===== src/hdl/vsar_pkg.sv =====
package vsar_pkg;

    // Request codes carried on the request type field.
    localparam logic [3:0] REQ_CTRL   = 4'd0;
    localparam logic [3:0] REQ_SCROLL = 4'd1;
    localparam logic [3:0] REQ_ADDR   = 4'd2;
    localparam logic [3:0] REQ_STATUS = 4'd3;
    localparam logic [3:0] REQ_DATA   = 4'd4;
    localparam logic [3:0] REQ_INCX   = 4'd5;
    localparam logic [3:0] REQ_INCY   = 4'd6;
    localparam logic [3:0] REQ_COPYH  = 4'd7;
    localparam logic [3:0] REQ_COPYV  = 4'd8;

    localparam int unsigned ADDR_W  = 15;
    localparam int unsigned FETCH_W = 14;

    // Fetch address bases: nametable area and attribute table offset within it.
    localparam logic [FETCH_W-1:0] NT_BASE   = 14'h2000;
    localparam logic [FETCH_W-1:0] ATTR_BASE = 14'h23C0;

    // Data access steps: one byte or one tile row.
    localparam logic [ADDR_W-1:0] STEP_COL = 15'd1;
    localparam logic [ADDR_W-1:0] STEP_ROW = 15'd32;

    // Coarse Y values with special wrap behavior.
    localparam logic [4:0] CY_LAST_ROW = 5'd29;
    localparam logic [4:0] CY_MAX      = 5'd31;

    typedef struct packed {
        logic [ADDR_W-1:0] cur_addr;
        logic [ADDR_W-1:0] tmp_addr;
        logic [2:0]        fine_x;
        logic              second_write;
        logic              step_by_row;
    } scroll_state_t;

    typedef struct packed {
        logic [ADDR_W-1:0]  vram_addr;
        logic [2:0]         fine_x;
        logic               toggle;
        logic [FETCH_W-1:0] name_fetch_addr;
        logic [FETCH_W-1:0] attr_fetch_addr;
    } scroll_result_t;

endpackage


===== src/hdl/vsar_update.sv =====
module vsar_update (
    input  logic [3:0]               req_type,
    input  logic [7:0]               data_byte,
    input  vsar_pkg::scroll_state_t  state,
    output vsar_pkg::scroll_state_t  state_next,
    output vsar_pkg::scroll_result_t result
);
    import vsar_pkg::*;

    logic [ADDR_W-1:0] shown;

    always_comb begin
        state_next = state;
        case (req_type)
            REQ_CTRL: begin
                state_next.tmp_addr[11:10] = data_byte[1:0];
                state_next.step_by_row     = data_byte[2];
            end
            REQ_SCROLL: begin
                if (!state.second_write) begin
                    state_next.fine_x        = data_byte[2:0];
                    state_next.tmp_addr[4:0] = data_byte[7:3];
                end else begin
                    state_next.tmp_addr[14:12] = data_byte[2:0];
                    state_next.tmp_addr[9:5]   = data_byte[7:3];
                end
                state_next.second_write = ~state.second_write;
            end
            REQ_ADDR: begin
                if (!state.second_write) begin
                    state_next.tmp_addr[13:8] = data_byte[5:0];
                    state_next.tmp_addr[14]   = 1'b0;
                end else begin
                    state_next.tmp_addr[7:0] = data_byte;
                    state_next.cur_addr      = {state.tmp_addr[14:8], data_byte};
                end
                state_next.second_write = ~state.second_write;
            end
            REQ_STATUS: begin
                state_next.second_write = 1'b0;
            end
            REQ_INCX: begin
                // Wrapping off the right edge moves to the horizontally adjacent nametable.
                if (state.cur_addr[4:0] == 5'h1F) begin
                    state_next.cur_addr[4:0] = 5'd0;
                    state_next.cur_addr[10]  = ~state.cur_addr[10];
                end else begin
                    state_next.cur_addr[4:0] = state.cur_addr[4:0] + 5'd1;
                end
            end
            REQ_INCY: begin
                if (state.cur_addr[14:12] != 3'd7) begin
                    state_next.cur_addr[14:12] = state.cur_addr[14:12] + 3'd1;
                end else begin
                    state_next.cur_addr[14:12] = 3'd0;
                    if (state.cur_addr[9:5] == CY_LAST_ROW) begin
                        state_next.cur_addr[9:5] = 5'd0;
                        state_next.cur_addr[11]  = ~state.cur_addr[11];
                    end else if (state.cur_addr[9:5] == CY_MAX) begin
                        state_next.cur_addr[9:5] = 5'd0;
                    end else begin
                        state_next.cur_addr[9:5] = state.cur_addr[9:5] + 5'd1;
                    end
                end
            end
            REQ_COPYH: begin
                state_next.cur_addr[4:0] = state.tmp_addr[4:0];
                state_next.cur_addr[10]  = state.tmp_addr[10];
            end
            REQ_COPYV: begin
                state_next.cur_addr[9:5]   = state.tmp_addr[9:5];
                state_next.cur_addr[14:11] = state.tmp_addr[14:11];
            end
            default: begin
                // Data accesses step below; unused codes change nothing.
            end
        endcase

        // A data access reports the address it used, then steps it.
        shown = state_next.cur_addr;
        if (req_type == REQ_DATA) begin
            state_next.cur_addr = shown + (state.step_by_row ? STEP_ROW : STEP_COL);
        end
    end

    assign result.vram_addr       = shown;
    assign result.fine_x          = state_next.fine_x;
    assign result.toggle          = state_next.second_write;
    assign result.name_fetch_addr = NT_BASE | {2'b00, shown[11:0]};
    assign result.attr_fetch_addr = ATTR_BASE
                                  | {2'b00, shown[11:10], 4'b0000, shown[9:7], shown[4:2]};

endmodule


===== src/hdl/video_scroll_address_registers.sv =====
// Channel   Direction  Handshake          Payload
// s_        in         s_valid / s_ready  s_req_type, s_data_byte
// m_        out        m_valid / m_ready  m_vram_addr, m_fine_x_out, m_toggle_out,
//                                         m_name_fetch_addr, m_attr_fetch_addr
//
// Each transfer in produces exactly one transfer out, from the registered result.
// A new item may be taken every cycle; the rate is set by the single result register.
// The register file updates in the cycle the input transfer completes.
// Reset (aresetn low, synchronous) clears all addresses, fine X, the toggle and the step mode.
// When the result is not taken, s_ready drops until the held result leaves.
module video_scroll_address_registers (
    input  logic                           aclk,
    input  logic                           aresetn,
    input  logic                           s_valid,
    output logic                           s_ready,
    input  logic [3:0]                     s_req_type,
    input  logic [7:0]                     s_data_byte,
    output logic                           m_valid,
    input  logic                           m_ready,
    output logic [vsar_pkg::ADDR_W-1:0]    m_vram_addr,
    output logic [2:0]                     m_fine_x_out,
    output logic                           m_toggle_out,
    output logic [vsar_pkg::FETCH_W-1:0]   m_name_fetch_addr,
    output logic [vsar_pkg::FETCH_W-1:0]   m_attr_fetch_addr
);
    import vsar_pkg::*;

    // Architectural scroll state, and the state this item would leave behind.
    scroll_state_t  state_reg;
    scroll_state_t  state_next;

    // Result computed from the incoming item, and the result register that holds it.
    scroll_result_t result_next;
    scroll_result_t result_reg;
    logic           m_valid_reg;

    logic           in_xfer;

    // The result register can take a new item when it is empty or being emptied
    // in this same cycle, so back-to-back items flow without a bubble.
    assign s_ready = !m_valid_reg || m_ready;
    assign in_xfer = s_valid && s_ready;

    vsar_update u_update (
        .req_type   (s_req_type),
        .data_byte  (s_data_byte),
        .state      (state_reg),
        .state_next (state_next),
        .result     (result_next)
    );

    always_ff @(posedge aclk) begin
        if (!aresetn) begin
            state_reg   <= '0;
            m_valid_reg <= 1'b0;
        end else begin
            if (in_xfer) begin
                state_reg <= state_next;
            end
            if (in_xfer) begin
                m_valid_reg <= 1'b1;
            end else if (m_ready) begin
                m_valid_reg <= 1'b0;
            end
        end
    end

    // Payload needs no reset; it is qualified by m_valid.
    always_ff @(posedge aclk) begin
        if (in_xfer) begin
            result_reg <= result_next;
        end
    end

    assign m_valid           = m_valid_reg;
    assign m_vram_addr       = result_reg.vram_addr;
    assign m_fine_x_out      = result_reg.fine_x;
    assign m_toggle_out      = result_reg.toggle;
    assign m_name_fetch_addr = result_reg.name_fetch_addr;
    assign m_attr_fetch_addr = result_reg.attr_fetch_addr;

endmodule


===== config.mk =====
export PLATFORM = sky130hd
export DESIGN_NAME = video_scroll_address_registers
export DESIGN_NICKNAME = d
export VERILOG_FILES = /design/src/hdl/vsar_pkg.sv /design/src/hdl/vsar_update.sv /design/src/hdl/video_scroll_address_registers.sv
export SDC_FILE = /design/constraint.sdc
export NUM_CORES = 1
export LEC_CHECK = 0
export ABC_AREA = 1
export BUFFER_PORTS_ARGS = -buffer_cell sky130_fd_sc_hd__buf_2
export CELL_PAD_IN_SITES_DETAIL_PLACEMENT = 0
export CELL_PAD_IN_SITES_GLOBAL_PLACEMENT = 1
export CORE_MARGIN = 2
export CORE_UTILIZATION = 35
export CTS_CLUSTER_SIZE = 12
export DETAILED_ROUTE_END_ITERATION = 6
export PLACE_DENSITY = 0.72
export SYNTH_ARGS = -nofsm -noshare
export SYNTH_HDL_FRONTEND = slang
export SYNTH_SLANG_ARGS = --single-unit

===== constraint.sdc =====
create_clock -name aclk -period 3.62 [get_ports aclk]
set_input_delay 0.724 -clock aclk [delete_from_list [all_inputs] [get_ports aclk]]
set_output_delay 0.724 -clock aclk [all_outputs]
set_load 0.01 [all_outputs]

==> metrics.txt, run 1 <==
run status complete, no violations; setup TNS 0 ns; sw power about 400 uW; initial antenna violation count 0; TritonCTS sink count 55; Final setup violation count 0; first-pass GRT wire length 15780 um; GRT overflow 0; cts bufs inserted 5; critical path arrival around 3.2 ns; clk buf depth 2; Slew HR 0.5562; synthesis-stage register bit count 55; number of synthesized flops with an enable pin 19; Worst VDD drop about 0.00016 V; Reg2Reg Depth 21; Reg power frac 0.530; vias in the first global route ~3100; die footprint approximately 11000 sq um; chip width about 100 um; GP Congestion 0.9201; critical path class flip-flop to flip-flop; fraction of registers with async set/reset 0; Req. time, crit path 3.85 ns; final max-slew violation count 0; worst-path cell chain ha_1, nand2_1, nor2_1, ha_1, nor2_2, inv_1, nor2_1, a2111oi_0, inv_1, ha_1, ha_1, nand2_1, inv_1, nand2_2, o21ai_4, nand2_4, nor2_4, xnor2_1, nand2_1, nand2_1, inv_1; Worst Max-Slew Pin Slew ~0.66 ns; Mapped Cells between 400 and 500; die height approximately 100 um; switching share of power 0.3086; Main synth FF type dfxtp_1; Ys Warns 0; Yosys cell types 40; Finished Layout Cells approximately 650; CP max stage cell dfxtp_1; Setup Fix Bufs, Post-CTS 0; largest net degree at the start of global routing 25; final hold vios 0; Clk Latency, worst-skew pair between 0.3 and 0.4 ns; RSZ-0062 raised after global routing no; min Tclk post-route approximately 3.0 ns; # DRC 0; # rows 36; final setup skew 0.009540 ns; Yosys top cell area share 0.2029; placed cells 645; number of gates resized after cts 0; CP Capture Type flip-flop; crit path launch type flip-flop; Clock Pin Slew Worst Setup and Hold Paths between 0.1 and 0.15 ns; hold path cells 2; first-pass iteration count of the detailed router 4; Max Fclk 0.3330 GHz; hpwl dp ~7400 um; final cycle utilization of the critical path 0.8297; vias per cell slightly below 5; Lkg Pwr between 1.5 and 2 nW; # hold bufs at CTS 0; highest-count cells in the layout ignoring fill and taps nand2_1 (115), buf_2 (56), inv_1 (51); Max Cap Violations 0; area delta synth->final 10.18%; root buf cell clkbuf_8; worst hold slack roughly 0.47 ns; H-tree levels 2; final wirelength around 9500 um; post-route cell area 3914 sq um; Final #Nets around 550; P per Cell Area 340.3 nW/um^2; clock power share 0.281; fill count approximately 1100; Cell Int Power ~920 uW; top cells by area, synth dfxtp_1 (20%), edfxtp_1 (16%), nand2_1 (12%); GRT Total Usage 0.1808; syn_area_per_cell between 7 and 8 sq um; leading cell type in the layout, fill and taps excluded nand2_1; logic gate share of total power 0.189; I/O pins 65; routed length per placed instance 14.61 um; largest area contributor in the netlist dfxtp_1; Post-DP Area about 3800 sq um; Buffers on Ports 56; CP Max Fanout 6; CORE AREA just under 10000 sq um; share of cells above drive strength 1 0.2308; max FFs per register 35; TritonCTS clock tree built; drt initial violations ~240; share of the yosys chip area belonging to registers 0.3635; Critical Path Max Stage Delay 0.46 ns; post-route ant nets 0; type of the worst min-delay path flip-flop to flip-flop; Post-Syn Area 3552 sq um; Starting Density 0.3617; vias 3145; ant diodes 0
[Yosys cell counts (2+ instances only)]
cell type    n
xnor2_1      2
nand2_2     15
nor2_2       6
nand4_1      6
nor2_1      32
xor2_1       3
o21bai_1     2
buf_2        3
nand3_4      2
a31oi_1     14
ha_1        10
a21oi_1     22
o21ai_0     33
conb_1       2
a211oi_1     2
nand3_1     29
nand3_2      7
dfxtp_1     36
nand2_1    115
nor2_4       4
clkbuf_1     6
nor3_1       3
inv_2        7
buf_4       28
o21ai_1      3
edfxtp_1    19
o211ai_1     3
inv_1       51
nand2_4      2
nand4_2      4
[stage by stage]
step	setup slack, ns	power [mW]	util
2_1_floorplan	0.6944	0.9019	-
3_3_place_gp	0.4124	0.9697	0.3885
3_5_place_dp	0.3349	0.9725	0.3885
4_1_cts	0.5923	1.346	0.3986
5_1_grt	0.3016	1.405	0.3986
6_report	0.6166	1.332	0.3986
[area by class of cell]
type / instances / area [sq um] / area share
sequential: 55 / 1291 / 0.3299
tap: 133 / 166.4 / 0.04252
timing repair buffer: 63 / 332.8 / 0.08504
clock inverter: 2 / 16.27 / 0.004156
inverter: 59 / 221.5 / 0.05659
multi-input combinational: 335 / 1803 / 0.4607
clock buffer: 6 / 82.58 / 0.02110
[critical path: cells and delay by family (launching register included)]
kind	cells	cell delay, ns
AO/OA/AOI/OAI	2	0.53
XOR/XNOR	1	0.13
adder cells (fa/ha/maj)	4	0.85
buffers and inverters	4	0.27
flip-flops	1	0.46
AND/OR/NAND/NOR	10	0.67
[metal layers]
layer  share of wire  GRT usage  up-vias  wire length, um
li1                -          -     1624                -
met1            0.50     0.2578     1437             4760
met2            0.45     0.2894       76             4290
met3           0.043    0.02807        8              407
met4          0.0089    0.03714        0               85
met5               0          0        -                0
[worst paths after layout]
| path | to | start | slack [ns] |
|---|---|---|---|
| setup / recovery | state_reg[28] | state_reg[21] | 0.62 |
| hold / removal | state_reg[5] | state_reg[5] | 0.47 |
| setup reg to reg | state_reg[28] | state_reg[21] | 0.62 |
| hold reg to reg | state_reg[5] | state_reg[5] | 0.47 |
[power by group through the flow]
stage,sequential (mW),clock [mW],combinational [mW]
6_report,0.706,0.374,0.252
5_1_grt,0.711,0.410,0.284
4_1_cts,0.707,0.386,0.253
3_5_place_dp,0.721,0,0.252
3_3_place_gp,0.719,0,0.250
2_1_floorplan,0.723,0,0.179
[cells by family (layout without fill, tap and decap cells)]
| group | count (synthesis) | after routing | share of synthesized area |
|---|---|---|---|
| AND/OR/NAND/NOR | 228 | 228 | 0.3160 |
| buffers and inverters | 97 | 130 | 0.1353 |
| AO/OA/AOI/OAI | 84 | 84 | 0.1356 |
| flip-flops | 55 | 55 | 0.3635 |
| adder cells (fa/ha/maj) | 10 | 10 | 0.03522 |
| XOR/XNOR | 5 | 5 | 0.01233 |
| other | 2 | 8 | 0.002114 |
No activity file was read; power rests on OpenSTA's default activity.
==> run 2: changes to the inputs <==
clock period = 2.9 ns   (was 3.62 ns; I/O delays follow)
==> metrics.txt, run 2 (synthesized netlist as in run 1, its figures left out) <==
run status complete, no violations; gr busiest metal met2; share of cells above drive strength 1 0.2711 (+0.04029); Critical Path Max Stage Delay 0.34 ns (-0.12 ns); Buffers on Ports 56 (unchanged); vias in the first global route 3163 (+2.7%); final wirelength 9603 um (+0.64%); number of gates resized after cts 0 (unchanged); RSZ-0062 raised after global routing no; Clk Latency, worst-skew pair 0.31 ns (about the same); routed length per placed instance 14.14 um (-3.2%); R2R setup slack 0.22 ns (-0.40 ns); P per Cell Area 400.4 nW/um^2 (+18%); critical path arrival 2.90 ns (-0.33 ns); die height 104.7 um (unchanged); cts bufs inserted 5 (unchanged); hpwl dp 7477 um (+1.1%); initial antenna violation count 0 (unchanged); Req. time, crit path 3.12 ns (-0.73 ns); crit path launch type flip-flop; critical path class flip-flop to flip-flop; TritonCTS clock tree built; GRT Total Usage 0.1818 (+0.001015); min Tclk post-route 2.682 ns (-0.3215 ns); die footprint 10970 sq um (unchanged); Hold EP state_reg[5]; reg2reg start state_reg[20]; setup TNS 0 ns (unchanged); # hold bufs at CTS 0 (unchanged); hold path cells 2 (unchanged); Final #Nets 571 (+4.8%); Setup Fix Bufs, Post-CTS 0 (unchanged); Starting Density 0.3617 (unchanged); root buf cell clkbuf_8; worst-path cell chain ha_1, nand2_1, nor2_1, ha_1, nor2_2, inv_1, nor2_1, a2111oi_2, buf_4, inv_1, ha_1, ha_1, nand2_1, inv_1, nand2_2, o21ai_4, nand2_4, nor2_4, xnor2_1, nand2_1, nand2_1, inv_1; Lkg Pwr 1.971 nW (+7.0%); Max Cap Violations 0 (unchanged); drt initial violations 291 (+21%); Max Fclk 0.3729 GHz (+12%); first-pass GRT wire length 16020 um (+1.5%); final setup skew 0.01136 ns (+0.001817 ns); final hold vios 0 (unchanged); Final setup violation count 0 (unchanged); Reg2Reg Depth 22 (+4.8%); fill count 1074 (-0.83%); I/O pins 65 (unchanged); GR Util met2 0.2917 (+0.002319); CP Capture Type flip-flop; GP Congestion 0.9373 (+1.9%); H-tree levels 2 (unchanged); CP Max Fanout 4 (-2); CP max stage cell dfxtp_1; area delta synth->final 15.78%; met3 GRT Util 0.02682 (-0.001248); worst hold slack 0.4685 ns (-0.004393 ns); Worst VDD drop 0.0001758 V (+8.6%); chip width 104.7 um (unchanged); ant diodes 0 (unchanged); largest net degree at the start of global routing 21 (-16%); Worst Max-Slew Pin Slew 0.7795 ns (+0.1178 ns); post-route setup slack 0.2181 ns (-0.3985 ns); # DRC 0 (unchanged); type of the worst min-delay path flip-flop to flip-flop; Critical R2R Capture state_reg[28]; vias 3274 (+4.1%); clk buf depth 2 (unchanged); final cycle utilization of the critical path 0.9248 (+0.09513); leading cell type in the layout, fill and taps excluded nand2_1; Hold Startpoint state_reg[5]; highest-count cells in the layout ignoring fill and taps nand2_1 (115), buf_2 (56), inv_1 (51); TritonCTS sink count 55 (unchanged); GRT overflow 0 (unchanged); post-place setup slack -0.04111 ns (-0.3760 ns); Multi-input gate area 1821 sq um (+0.97%); vias per cell 4.822 (+0.12%); post-route ant nets 0 (unchanged); CORE AREA 9819 sq um (unchanged); storage element area 1291 sq um (unchanged); met1 Resource Use GR 0.2578 (about the same); max FFs per register 35 (unchanged); final max-slew violation count 0 (unchanged); # rows 36 (unchanged); Clock Pin Slew Worst Setup and Hold Paths 0.11 ns (about the same); first-pass iteration count of the detailed router 6 (+2); Slew HR 0.4772 (-0.07897)
run 2: cell type report:
| cell class | instances | area share |
|---|---|---|
| clock buffers | 6 | 0.01765 |
| clock inverters | 2 | 0.003042 |
| inverters | 59 | 0.05385 |
| multi-input cells | 335 | 0.4427 |
| flip-flops and latches | 55 | 0.3140 |
| well taps | 133 | 0.04046 |
| repair buffers | 89 | 0.1284 |
run 2: where the power goes:
part	leakage (nW)	internal (mW)	total, mW	switching [mW]
Clock	0.0412	0.170	0.430	0.260
Sequential	0.486	0.849	0.879	0.0293
Combinational	1.44	0.121	0.338	0.217
Total	1.97	1.14	1.65	0.506
run 2: worst max path at each step:
stage                             start            end  slack, ns  cells after the start
after global placement    s_req_type[1]  state_reg[28]       0.01                     21
final                     state_reg[20]  state_reg[28]       0.22                     22
after global routing      state_reg[21]  state_reg[28]       0.01                     22
after CTS                 state_reg[21]  state_reg[28]       0.12                     22
after floorplan           s_req_type[3]  state_reg[28]       0.12                     18
after detailed placement  s_req_type[1]  state_reg[28]      -0.04                     21
run 2: through the flow:
stage          power [mW]  utilization  cell area (sq um)  std cells
2_1_floorplan       1.126            -               3575        487
3_3_place_gp        1.230       0.4084               4010        671
3_5_place_dp        1.232       0.4084               4010        671
4_1_cts             1.657       0.4170               4095        679
5_1_grt             1.742       0.4188               4113        679
6_report            1.647       0.4188               4113        679
run 2: routing by layer:
metal / wire length [um] / part of all wire / vias to the layer above
li1: - / - / 1679
met1: 4745 / 0.49 / 1491
met2: 4284 / 0.45 / 94
met3: 454 / 0.047 / 10
met4: 119 / 0.012 / 0
met5: 0 / 0 / -
run 2: critical path, delay by kind of cell (launching register included):
kind	cells	cell delay (ns)
and+or+nand+nor	10	0.77
adders and majority gates	4	0.76
buffers and inverters	5	0.36
DFF	1	0.34
AOI/OAI and AO/OA	2	0.23
xor gates and xnor gates	1	0.12
